===== src/hw/rtl/mfb_pkg.sv =====
// Shared types, register codes and CRC-32 helper for the MAC frame builder.
`timescale 1ns / 1ps
package mfb_pkg;

	localparam int HDR_LEN = 24;
	localparam int HDR_IDX_W = 5;
	localparam logic [31:0] CRC_POLY = 32'hEDB8_8320;
	localparam logic [31:0] CRC_INIT = 32'hFFFF_FFFF;

	localparam int CFG_INDEX_W = 3;
	localparam int CFG_DATA_W = 48;

	localparam logic [CFG_INDEX_W-1:0] REG_OWN_ADDR   = 3'd0;
	localparam logic [CFG_INDEX_W-1:0] REG_DEST_ADDR  = 3'd1;
	localparam logic [CFG_INDEX_W-1:0] REG_THIRD_ADDR = 3'd2;
	localparam logic [CFG_INDEX_W-1:0] REG_FRAME_CTRL = 3'd3;
	localparam logic [CFG_INDEX_W-1:0] REG_SEQ_NUM    = 3'd4;

	localparam logic [47:0] OWN_ADDR_RST   = 48'h0000_0000_0000;
	localparam logic [47:0] DEST_ADDR_RST  = 48'hFFFF_FFFF_FFFF;
	localparam logic [47:0] THIRD_ADDR_RST = 48'hFFFF_FFFF_FFFF;
	localparam logic [15:0] FRAME_CTRL_RST = 16'h2900;
	localparam logic [15:0] SEQ_NUM_RST    = 16'h0000;

	typedef struct packed {
		logic [7:0] payload_byte;
		logic       last_byte;
	} in_word_t;

	typedef struct packed {
		logic [7:0] frame_byte;
		logic       frame_end;
	} out_word_t;

	// front -> back command
	typedef struct packed {
		logic [7:0] data;
		logic       hdr;
		logic       keep;
		logic       last;
	} cmd_t;

	typedef struct packed {
		logic [47:0] own_address;
		logic [47:0] dest_address;
		logic [47:0] third_address;
		logic [15:0] ctrl_word;
		logic [15:0] sequence_number;
	} hdr_cfg_t;

	typedef enum logic [1:0] {
		PH_NEW,
		PH_HDR,
		PH_PAY,
		PH_FCS
	} phase_t;

	// reflected CRC-32, one byte
	function automatic logic [31:0] crc32_byte(input logic [31:0] crc, input logic [7:0] b);
		logic [31:0] c;
		c = crc ^ {24'h0, b};
		for (int i = 0; i < 8; i++) begin
			c = c[0] ? ((c >> 1) ^ CRC_POLY) : (c >> 1);
		end
		return c;
	endfunction

endpackage


===== src/hw/rtl/mfb_fifo.sv =====
// Small register-based FIFO used for the command and result queues.
`timescale 1ns / 1ps
module mfb_fifo import mfb_pkg::*; #(
	parameter int W  = 8,
	parameter int AW = 1
) (
	input  logic         clk,
	input  logic         arst_n,
	input  logic         push,
	input  logic [W-1:0] din,
	output logic         full,
	input  logic         pop,
	output logic [W-1:0] dout,
	output logic         empty
);

	localparam int DEPTH = 1 << AW;

	logic [W-1:0] mem_q [DEPTH];
	logic [AW:0]  wr_q;
	logic [AW:0]  rd_q;

	assign empty = (wr_q == rd_q);
	assign full  = (wr_q[AW] != rd_q[AW]) && (wr_q[AW-1:0] == rd_q[AW-1:0]);
	assign dout  = mem_q[rd_q[AW-1:0]];

	always_ff @(posedge clk or negedge arst_n) begin
		if (!arst_n) begin
			wr_q <= '0;
			rd_q <= '0;
		end else begin
			if (push && !full) begin
				wr_q <= wr_q + 1'b1;
			end
			if (pop && !empty) begin
				rd_q <= rd_q + 1'b1;
			end
		end
	end

	always_ff @(posedge clk) begin
		if (push && !full) begin
			mem_q[wr_q[AW-1:0]] <= din;
		end
	end

	a_no_overflow: assert property (@(posedge clk) disable iff (!arst_n) push |-> !full)
		else $error("word pushed into full queue");

endmodule


===== src/hw/rtl/mfb_front.sv =====
// Front end: takes payload words, tracks frame and length, issues commands.
`timescale 1ns / 1ps
module mfb_front import mfb_pkg::*; #(
	parameter int MAX_PAYLOAD = 1500
) (
	input  logic     clk,
	input  logic     arst_n,
	input  logic     push,
	input  in_word_t item,
	output logic     full,
	output logic     cmd_push,
	output cmd_t     cmd,
	input  logic     cmd_full
);

	localparam int CW = $clog2(MAX_PAYLOAD + 1);
	localparam logic [CW-1:0] MAX_CNT = CW'(MAX_PAYLOAD);

	logic          in_frame_q;
	logic [CW-1:0] count_q;
	logic          accept;
	logic          first;
	logic          keep;

	assign full   = cmd_full;
	assign accept = push && !cmd_full;
	assign first  = !in_frame_q;
	assign keep   = first || (count_q < MAX_CNT);

	// dropped bytes that neither open nor close a frame produce nothing
	assign cmd_push  = accept && (keep || item.last_byte);
	assign cmd.data  = item.payload_byte;
	assign cmd.hdr   = first;
	assign cmd.keep  = keep;
	assign cmd.last  = item.last_byte;

	always_ff @(posedge clk or negedge arst_n) begin
		if (!arst_n) begin
			in_frame_q <= 1'b0;
			count_q    <= '0;
		end else if (accept) begin
			in_frame_q <= !item.last_byte;
			if (item.last_byte) begin
				count_q <= '0;
			end else if (first) begin
				count_q <= CW'(1);
			end else if (keep) begin
				count_q <= count_q + 1'b1;
			end
		end
	end

	a_count_bound: assert property (@(posedge clk) disable iff (!arst_n) count_q <= MAX_CNT)
		else $error("payload count past maximum");

	a_last_closes: assert property (@(posedge clk) disable iff (!arst_n)
		(accept && item.last_byte) |=> !in_frame_q)
		else $error("frame still open after last byte");

endmodule


===== src/hw/rtl/mfb_back.sv =====
// Back end: expands commands into header, payload and FCS bytes with CRC.
`timescale 1ns / 1ps
module mfb_back import mfb_pkg::*; (
	input  logic      clk,
	input  logic      arst_n,
	input  cmd_t      cmd,
	input  logic      cmd_empty,
	output logic      cmd_pop,
	input  hdr_cfg_t  cfg,
	output logic      out_push,
	output out_word_t out_word,
	input  logic      out_full
);

	phase_t                phase_q;
	phase_t                phase_d;
	phase_t                cur;
	logic [HDR_IDX_W-1:0]  idx_q;
	logic [HDR_IDX_W-1:0]  idx_d;
	logic [31:0]           crc_q;
	logic [31:0]           crc_d;
	logic [31:0]           fcs;
	logic [7:0]            hdr_bytes [1 << HDR_IDX_W];
	logic                  go;

	always_comb begin
		for (int i = 0; i < (1 << HDR_IDX_W); i++) begin
			hdr_bytes[i] = 8'h00;
		end
		hdr_bytes[0] = cfg.ctrl_word[7:0];
		hdr_bytes[1] = cfg.ctrl_word[15:8];
		// duration bytes 2 and 3 stay zero
		for (int i = 0; i < 6; i++) begin
			hdr_bytes[4 + i]  = cfg.dest_address[8*i +: 8];
			hdr_bytes[10 + i] = cfg.own_address[8*i +: 8];
			hdr_bytes[16 + i] = cfg.third_address[8*i +: 8];
		end
		hdr_bytes[22] = cfg.sequence_number[7:0];
		hdr_bytes[23] = cfg.sequence_number[15:8];
	end

	assign go  = !cmd_empty && !out_full;
	assign fcs = ~crc_q;

	// a fresh command starts at its first non-empty section
	always_comb begin
		if (phase_q == PH_NEW) begin
			cur = cmd.hdr ? PH_HDR : (cmd.keep ? PH_PAY : PH_FCS);
		end else begin
			cur = phase_q;
		end
	end

	always_comb begin
		phase_d            = phase_q;
		idx_d              = idx_q;
		crc_d              = crc_q;
		cmd_pop            = 1'b0;
		out_push           = go;
		out_word.frame_byte = 8'h00;
		out_word.frame_end  = 1'b0;
		unique case (cur)
			PH_HDR: begin
				out_word.frame_byte = hdr_bytes[idx_q];
				crc_d = crc32_byte(crc_q, hdr_bytes[idx_q]);
				if (idx_q == HDR_IDX_W'(HDR_LEN - 1)) begin
					idx_d = '0;
					if (cmd.keep) begin
						phase_d = PH_PAY;
					end else if (cmd.last) begin
						phase_d = PH_FCS;
					end else begin
						phase_d = PH_NEW;
						cmd_pop = go;
					end
				end else begin
					idx_d   = idx_q + 1'b1;
					phase_d = PH_HDR;
				end
			end
			PH_PAY: begin
				out_word.frame_byte = cmd.data;
				crc_d = crc32_byte(crc_q, cmd.data);
				idx_d = '0;
				if (cmd.last) begin
					phase_d = PH_FCS;
				end else begin
					phase_d = PH_NEW;
					cmd_pop = go;
				end
			end
			PH_FCS: begin
				out_word.frame_byte = fcs[8*idx_q[1:0] +: 8];
				if (idx_q[1:0] == 2'd3) begin
					out_word.frame_end = 1'b1;
					crc_d   = CRC_INIT;
					idx_d   = '0;
					phase_d = PH_NEW;
					cmd_pop = go;
				end else begin
					idx_d   = idx_q + 1'b1;
					phase_d = PH_FCS;
				end
			end
			default: begin
				out_push = 1'b0;
			end
		endcase
	end

	always_ff @(posedge clk or negedge arst_n) begin
		if (!arst_n) begin
			phase_q <= PH_NEW;
			idx_q   <= '0;
			crc_q   <= CRC_INIT;
		end else if (go) begin
			phase_q <= phase_d;
			idx_q   <= idx_d;
			crc_q   <= crc_d;
		end
	end

	a_pop_valid: assert property (@(posedge clk) disable iff (!arst_n) cmd_pop |-> go)
		else $error("command popped while stalled");

	a_fcs_reinit: assert property (@(posedge clk) disable iff (!arst_n)
		(out_push && out_word.frame_end) |=> (crc_q == CRC_INIT && phase_q == PH_NEW))
		else $error("CRC not reinitialized after FCS");

endmodule


===== src/hw/rtl/mac_frame_builder_crc32_top.sv =====
// Top level of the MAC frame builder: config registers, front, queues, back.
`timescale 1ns / 1ps
// Path: a word taken into an empty block is registered in the command queue, its first result
// in the result queue. Throughput: one result word per cycle from the back end while the
// result queue has room; a frame with N kept payload bytes gives N + 28 words (24 header,
// N payload, 4 FCS), so payload streams at one word per cycle; the input stalls when the command queue is full.
// Reset (arst_n low, async): queues empty, no open frame, CRC all ones, registers to
// defaults (broadcast destination and third address, frame control 0x2900).
module mac_frame_builder_crc32_top import mfb_pkg::*; #(
	parameter int MAX_PAYLOAD = 1500,
	parameter int CMD_AW      = 2
) (
	input  logic                   clk,
	input  logic                   arst_n,
	// input queue side
	input  logic                   push,
	input  in_word_t               item,
	output logic                   full,
	// result queue side
	output logic                   empty,
	input  logic                   pop,
	output out_word_t              result,
	// configuration write channel
	input  logic                   cfg_valid,
	output logic                   cfg_ready,
	input  logic [CFG_INDEX_W-1:0] cfg_index,
	input  logic [CFG_DATA_W-1:0]  cfg_data
);

	hdr_cfg_t  cfg_q;
	logic      cmd_push;
	cmd_t      cmd_in;
	logic      cmd_full;
	cmd_t      cmd_head;
	logic      cmd_empty;
	logic      cmd_pop;
	logic      out_push;
	out_word_t out_word;
	logic      out_full;

	// Config writes are always taken; unknown indexes are dropped.
	assign cfg_ready = 1'b1;

	always_ff @(posedge clk or negedge arst_n) begin
		if (!arst_n) begin
			cfg_q.own_address     <= OWN_ADDR_RST;
			cfg_q.dest_address    <= DEST_ADDR_RST;
			cfg_q.third_address   <= THIRD_ADDR_RST;
			cfg_q.ctrl_word       <= FRAME_CTRL_RST;
			cfg_q.sequence_number <= SEQ_NUM_RST;
		end else if (cfg_valid && cfg_ready) begin
			unique case (cfg_index)
				REG_OWN_ADDR:   cfg_q.own_address     <= cfg_data;
				REG_DEST_ADDR:  cfg_q.dest_address    <= cfg_data;
				REG_THIRD_ADDR: cfg_q.third_address   <= cfg_data;
				REG_FRAME_CTRL: cfg_q.ctrl_word       <= cfg_data[15:0];
				REG_SEQ_NUM:    cfg_q.sequence_number <= cfg_data[15:0];
				default: begin
				end
			endcase
		end
	end

	// Front: frame open/close tracking and oversize drop.
	mfb_front #(
		.MAX_PAYLOAD(MAX_PAYLOAD)
	) u_front (
		.clk      (clk),
		.arst_n   (arst_n),
		.push     (push),
		.item     (item),
		.full     (full),
		.cmd_push (cmd_push),
		.cmd      (cmd_in),
		.cmd_full (cmd_full)
	);

	// Command queue decouples intake from byte emission.
	mfb_fifo #(
		.W  ($bits(cmd_t)),
		.AW (CMD_AW)
	) u_cmd_q (
		.clk    (clk),
		.arst_n (arst_n),
		.push   (cmd_push),
		.din    (cmd_in),
		.full   (cmd_full),
		.pop    (cmd_pop),
		.dout   (cmd_head),
		.empty  (cmd_empty)
	);

	// Back: header/payload/FCS sequencer with running CRC.
	mfb_back u_back (
		.clk       (clk),
		.arst_n    (arst_n),
		.cmd       (cmd_head),
		.cmd_empty (cmd_empty),
		.cmd_pop   (cmd_pop),
		.cfg       (cfg_q),
		.out_push  (out_push),
		.out_word  (out_word),
		.out_full  (out_full)
	);

	// Two-entry result queue: lets the back end keep going while a word waits.
	mfb_fifo #(
		.W  ($bits(out_word_t)),
		.AW (1)
	) u_out_q (
		.clk    (clk),
		.arst_n (arst_n),
		.push   (out_push),
		.din    (out_word),
		.full   (out_full),
		.pop    (pop),
		.dout   (result),
		.empty  (empty)
	);

endmodule


===== config.mk =====
export PLATFORM = sky130hd
export DESIGN_NAME = mac_frame_builder_crc32_top
export DESIGN_NICKNAME = d
export VERILOG_FILES = /design/src/hw/rtl/mfb_pkg.sv /design/src/hw/rtl/mfb_fifo.sv /design/src/hw/rtl/mfb_front.sv /design/src/hw/rtl/mfb_back.sv /design/src/hw/rtl/mac_frame_builder_crc32_top.sv
export SDC_FILE = /design/constraint.sdc
export NUM_CORES = 1
export LEC_CHECK = 0
export ABC_CLOCK_PERIOD_IN_PS = 5100
export CAP_MARGIN = 20
export CORE_MARGIN = 2
export CORE_UTILIZATION = 38
export DETAILED_ROUTE_END_ITERATION = 16
export DONT_BUFFER_PORTS = 1
export GPL_ROUTABILITY_DRIVEN = 0
export HOLD_SLACK_MARGIN = 0.03
export PLACE_DENSITY = 0.53
export SLEW_MARGIN = 20
export SYNTH_ARGS = -nofsm -noshare
export SYNTH_HDL_FRONTEND = slang
export SYNTH_SLANG_ARGS = --single-unit

===== constraint.sdc =====
create_clock -name clk -period 5.1 [get_ports clk]
set_input_delay 1.275 -clock clk [delete_from_list [all_inputs] [get_ports clk]]
set_output_delay 1.275 -clock clk [all_outputs]
set_load 0.05 [all_outputs]

==> impl_metrics.env <==
export IMPL_status="finished clean"
export IMPL_ctsResizeCount=0
export IMPL_vias_per_cell=5.43
export IMPL_antenna_diode_count=0
export IMPL_cp_max_fo=22
export IMPL_dieWidth_um=203
export IMPL_hold_viol_final=0
export IMPL_postSynthAreaPerCell_sq_um=13.6
export IMPL_worst_pin_slew_ps=1090
export IMPL_drc=0
export IMPL_cts_max_level=2
export IMPL_slew_headroom=0.266
export IMPL_reg2reg_to="u_back.crc_q[24]"
export IMPL_synth_commonest_cells="198 x mux2_2, 131 x dfstp_2, 106 x dfrtp_1"
export IMPL_cts_sinks=299
export IMPL_cts_tree="built"
export IMPL_grt_max_degree=238
export IMPL_yosysMostFrequentCell="mux2_2"
export IMPL_grt_pass1_vias=9483
export IMPL_cts_hold_buf=0
export IMPL_finalSetupViolCount=0
export IMPL_cts_buffers=36
export IMPL_hp_class="in2async"
export IMPL_place_hpwl_mm=25.1
export IMPL_core_area_sq_mm=0.0387
export IMPL_initial_core_util=0.387
export IMPL_synth_seq_area_share=0.531
export IMPL_cp_end_kind="flop"
export IMPL_vias=8991
export IMPL_cts_root_buf="clkbuf_16"
export IMPL_fin_ws_ps=1100
export IMPL_critPathArrivalTime_ps=4420
export IMPL_min_period_ps=4000
export IMPL_r2r_slack_ps=1100
export IMPL_synthCells=1105
export IMPL_ys_types=66
export IMPL_rsz0062_at_grt="false"
export IMPL_port_buffers=0
export IMPL_first_pass_iters=5
export IMPL_place_ws_ps=1090
export IMPL_clk_pin_slew_ps=60
export IMPL_tns_ps=0
export IMPL_cts_buffer_depth=3
export IMPL_cap_viol_max_count=0
export IMPL_dieArea_sq_mm=0.0410
export IMPL_wire_per_inst_um=22.8
export IMPL_layout_nets=1183
export IMPL_wirelength_mm=37.7
export IMPL_ys_warn_count=0
export IMPL_antenna_found_initial=0
export IMPL_syn_area_sq_mm=0.0150
export IMPL_clk_latency_ps=550
export IMPL_track_usage=0.189
export IMPL_die_h_um=203
export IMPL_async_flop_share=0.793
export IMPL_syn2layout_area_growth_pct=12.6
export IMPL_yosysTopAreaCellShare=0.230
export IMPL_synth_ff_type="dfstp_2"
export IMPL_ios=77
export IMPL_worst_r2r_cell_count=11
export IMPL_drive_gt1_frac=0.417
export IMPL_grt_pass1_wl_mm=59.0
export IMPL_yosys_top_cells_area="dfstp_2 23%, dfrtp_1 18%, mux2_2 15%, edfxtp_1 12%, mux4_2 6.6%"
export IMPL_synth_edf_count=62
export IMPL_drv_slew=0
export IMPL_synth_ff_latch_count=299
export IMPL_fin_crit_sh=0.784
export IMPL_path_class="reg2reg"
export IMPL_grt_ovfl_total=0
export IMPL_r2r_start="u_back.idx_q[0]"
export IMPL_cts_setup_buffers=0
export IMPL_drtAntennaViolNets=0
export IMPL_cp_startpoint="u_back.idx_q[0]"
export IMPL_critPathRequiredTime_ps=5520
export IMPL_detail_route_iter0_violations=686
export IMPL_rows=72
export IMPL_skew_ps=17.6
export IMPL_max_freq_ghz=0.250
export IMPL_yosysTopAreaCell="dfstp_2"
export IMPL_synthesis_nets=1178
export IMPL_cp_start_kind="flop"
metal layers:
| metal | vias to the layer above | GRT usage | part of all wire |
|---|---|---|---|
| met5 | - | 0 | 0 |
| met4 | 0 | 0.0610 | 0.024 |
| met3 | 62 | 0.0441 | 0.062 |
| met2 | 227 | 0.286 | 0.45 |
| met1 | 4610 | 0.267 | 0.47 |
| li1 | 4092 | - | - |
cells in the final DEF (no fill, tap or decap), types with 38 or more instances in the layout:
cell | Yosys | routed
nor2_1 | 39 | 38
xnor2_1 | 92 | 92
edfxtp_1 | 62 | 62
mux2_2 | 198 | 198
dfrtp_1 | 106 | 105
dfstp_2 | 131 | 131
mux4_2 | 44 | 44
nand2_1 | 54 | 54
o21ai_0 | 46 | 45
clkbuf_16 | 0 | 38
kinds of logic after synthesis:
kind of cell             count (synthesis)  share of synthesized area
XOR/XNOR                               136                     0.0857
AND/OR/NAND/NOR                        147                     0.0459
multiplexers                           273                      0.238
buffers and inverters                   74                     0.0211
other                                    1                   0.000250
adder cells (fa/ha/maj)                  8                    0.00669
AO/OA/AOI/OAI                          167                     0.0710
flip-flops                             299                      0.531
worst max-delay path by stage:
stage / slack, ps / cells past startpoint / to
2_1_floorplan: 1820 / 10 / u_back.crc_q[19]
3_3_place_gp: 1190 / 11 / u_back.crc_q[24]
3_5_place_dp: 1090 / 11 / u_back.crc_q[24]
4_1_cts: 1060 / 11 / u_back.crc_q[24]
5_1_grt: 760 / 11 / u_back.crc_q[24]
6_report: 1100 / 11 / u_back.crc_q[24]
worst max-delay path: stages, from the launching register on:
cell     delay [ps]
dfrtp_4         720
buf_4           400
buf_4           300
mux2i_1         110
a22oi_1         210
nand4_1         110
and3_1          250
xnor2_1         650
xnor2_1         360
xnor2_1         470
xor2_1          200
a21oi_1          90
cell type report:
class                           count  area, sq um
Clock buffer                       52         1070
Multi-Input combinational cell    732         6760
Sequential cell                   299         7960
Fill cell                        3565        21900
Tap cell                          518          648
Clock inverter                     14          158
Inverter                           13         48.8
Timing Repair Buffer               28          223
stage by stage:
| stage | area [sq um] | utilization | hold slack (ps) | instances |
|---|---|---|---|---|
| after floorplan | 15000 | - | 443 | 1105 |
| after global placement | 15600 | 0.404 | 465 | 1590 |
| after detailed placement | 15600 | 0.404 | 477 | 1590 |
| after CTS | 16900 | 0.435 | 409 | 1656 |
| after global routing | 16900 | 0.435 | 419 | 1656 |
| final | 16900 | 0.435 | 445 | 1656 |
flip-flops by register name (all words and copies together) (netlist names):
name                cells
cfg_q                 176
u_back.crc_q           32
u_back.idx_q            5
u_back.phase_q          2
u_cmd_q.mem_q          44
u_cmd_q.rd_q            3
u_cmd_q.wr_q            3
u_front.count_q        11
u_front.in_frame_q      1
u_out_q.mem_q          18
u_out_q.rd_q            2
u_out_q.wr_q            2
Power is left out: the tool's default activity adds up to more than one toggle a clock period on the data nets, which glitch-free logic cannot reach.
